--- config.mk ---
export PLATFORM = sky130hd
export DESIGN_NAME = bswg_mul
export DESIGN_NICKNAME = d
export VERILOG_FILES = /design/src/hw/rtl/bswg_mul.sv
export SDC_FILE = /design/constraint.sdc
export NUM_CORES = 2
export LEC_CHECK = 0
export BUFFER_PORTS_ARGS = -buffer_cell sky130_fd_sc_hd__buf_2
export CORE_MARGIN = 2
export CORE_UTILIZATION = 45
export DETAILED_ROUTE_END_ITERATION = 7
export GPL_TIMING_DRIVEN = 0
export PLACE_DENSITY = 0.6
export SLEW_MARGIN = 20
export SYNTH_ARGS = -nofsm -noshare
export SYNTH_HDL_FRONTEND = slang
export SYNTH_SLANG_ARGS = --single-unit
--- constraint.sdc ---
create_clock -name clk -period 14.28 [get_ports clk]
set_input_delay 1.428 -clock clk [delete_from_list [all_inputs] [get_ports clk]]
set_output_delay 1.428 -clock clk [all_outputs]
set_load 0.01 [all_outputs]
--- src/hw/rtl/bswg_mul.sv ---
// Shared 33x33 unsigned multiplier with a registered product.
// Depends on nothing; used by the sequencer in the top level.
`timescale 1ns / 1ps
module bswg_mul (
  input  logic        clk,
  input  logic [32:0] a,
  input  logic [32:0] b,
  output logic [65:0] p
);
  // One product per cycle, registered before use.
  always_ff @(posedge clk) begin
    p <= a * b;
  end
endmodule

==> flow_metrics.env <==
export IMPL_outcome="finished clean"
export IMPL_core_area_um2=80500
export IMPL_wl_mm=133
export IMPL_final_core_util=0.484
export IMPL_rsz0062_at_grt="no"
export IMPL_setup_viol=0
export IMPL_synth_nets=5338
export IMPL_crit_type="in -> reg"
export IMPL_drv_slew=0
export IMPL_critical_path_arrival_ns=10.27
export IMPL_clkTransAtPathRegs_ns=0.07
export IMPL_synthArstFlopShare=0
export IMPL_regMostFlops="p"
export IMPL_cts_setup_buffers=0
export IMPL_io_pins=133
export IMPL_final_common_cell="inv_1"
export IMPL_routed_via_density=5.35
export IMPL_die_w_um=289
export IMPL_path_max_fanout=10
export IMPL_reg_top3="p (66)"
export IMPL_synth_cell_types=57
export IMPL_cts_root_buf="clkbuf_16"
export IMPL_worst_pin_slew_ns=1.26
export IMPL_synth_edf_count=0
export IMPL_hold_viol=0
export IMPL_die_h_um=289
export IMPL_grt_pass1_wl_mm=194
export IMPL_synth_ff_type="dfxtp_1"
export IMPL_grt_start_max_net_pins=13
export IMPL_end_kind="register"
export IMPL_min_path_cells=2
export IMPL_cap_violations=0
export IMPL_final_cells=5270
export IMPL_grt_pass1_vias=29864
export IMPL_antenna_found_initial=18
export IMPL_setup_tns_ns=0
export IMPL_drive_gt1_frac=0.0369
export IMPL_netlist_area_um2=36600
export IMPL_drtIter0Drc=2059
export IMPL_avgRoutedWirePerCell_um=25.2
export IMPL_max_clock_freq_mhz=99.6
export IMPL_final_cell_mix="inv_1, fa_1, and2_1"
export IMPL_fin_nets=5481
export IMPL_syn2layout_area_growth_pct=6.46
export IMPL_slowest_stage="clkbuf_1"
export IMPL_ys_ff_latch=66
export IMPL_ctsHoldBuffers=0
export IMPL_ys_warn_count=0
export IMPL_cts_buffer_depth=2
export IMPL_post_cts_resized=0
export IMPL_cts_htree_levels=3
export IMPL_min_period_ns=10.04
export IMPL_antenna_left=0
export IMPL_grt_usage=0.328
export IMPL_cts_sinks=66
export IMPL_syn_area_per_cell_um2=9.04
export IMPL_drc_errors=0
export IMPL_max_stage_delay_ns=0.89
export IMPL_required_ns=14.51
export IMPL_hpwlAfterDp_mm=111
export IMPL_cts_tree="done"
export IMPL_placed_cells=5240
export IMPL_largest_reg_flops=66
export IMPL_hold_end="p[0]"
export IMPL_grt_overflow=0
export IMPL_slew_headroom=0.159
export IMPL_synthesis_instances=4048
export IMPL_rows=104
export IMPL_synth_yosys_seq_area_share=0.0361
export IMPL_dr_pass1_iters=5
export IMPL_cts_buffers=9
export IMPL_dieArea_um2=83600
export IMPL_port_buffers=132
export IMPL_fillCellCount=7968
export IMPL_critPathLaunchType="input port"
export IMPL_via_count=28187
export IMPL_crit_top_cell="fa_1"
export IMPL_start_util=0.454
export IMPL_place_congestion=1.02
export IMPL_period_share=0.703
export IMPL_hp_class="in -> reg"
export IMPL_worstHoldStart="b[0]"
==> synthesized netlist by cell type (all sizes together) (8+ instances only) <==
library cell	count	share of area
a21oi	73	0.010
clkbuf	209	0.021
o21ai	40	0.0057
a21o	31	0.0064
o21bai	8	0.0016
ha	265	0.091
nand3	10	0.0014
fa	958	0.52
nand4	16	0.0027
inv	1049	0.11
and2	574	0.098
nand2	568	0.058
dfxtp	66	0.036
xnor2	41	0.0098
nor2	33	0.0034
xor2	24	0.0057
==> per-stage QoR <==
step                instance area (µm²)  setup slack, ns  hold WS, ns
floorplan                         36600             5.75         1.56
global placement                  38600             4.09         1.76
detailed placement                38600             4.07         1.76
CTS                               38900             4.43         1.39
global route                      38900             4.07         1.40
finish                            39000             4.24         1.41
==> layout make-up <==
class | instances | area [µm²] | share of cell area
Inverter | 1049 | 3940 | 0.101
Antenna cell | 14 | 35.0 | 0.000899
Sequential cell | 66 | 1320 | 0.0339
Clock buffer | 10 | 229 | 0.00588
Buffer | 211 | 795 | 0.0204
Timing Repair Buffer | 132 | 661 | 0.0170
Multi-Input combinational cell | 2722 | 30600 | 0.784
Tap cell | 1060 | 1330 | 0.0340
Clock inverter | 6 | 115 | 0.00295
==> per-layer routing <==
metal  wire length [µm]  GRT usage  vias up
li1                   -          -    11835
met1              50100      0.415    14617
met2              59700      0.511     1362
met3              11800     0.0669      369
met4              10900      0.219        4
met5                 16          0        -
==> kinds of logic after synthesis <==
kind of cell / Yosys count / share of synthesized area
flops: 66 / 0.0361
xor+xnor: 65 / 0.0156
fa+ha+maj: 1223 / 0.615
simple gates: 1233 / 0.170
buf+inv: 1260 / 0.129
compound gates: 201 / 0.0345
==> worst max path at each step <==
stage | start | end | slack (ns) | cells past startpoint
floorplan | b[0] | p[58] | 5.75 | 28
global placement | a[17] | p[64] | 4.09 | 29
detailed placement | a[13] | p[64] | 4.07 | 27
CTS | a[17] | p[64] | 4.43 | 29
global route | a[17] | p[64] | 4.07 | 29
finish | a[17] | p[64] | 4.24 | 29
==> critical path, delay by kind of cell <==
kind | cells | cell delay, ns
and+or+nand+nor | 6 | 1.82
adders and majority gates | 9 | 3.96
buffers and inverters | 9 | 1.89
xor gates and xnor gates | 1 | 0.12
AOI/OAI and AO/OA | 4 | 1.02
Power is left out: the tool's default activity adds up to more than one toggle a clock period on the data nets, which glitch-free logic cannot reach.
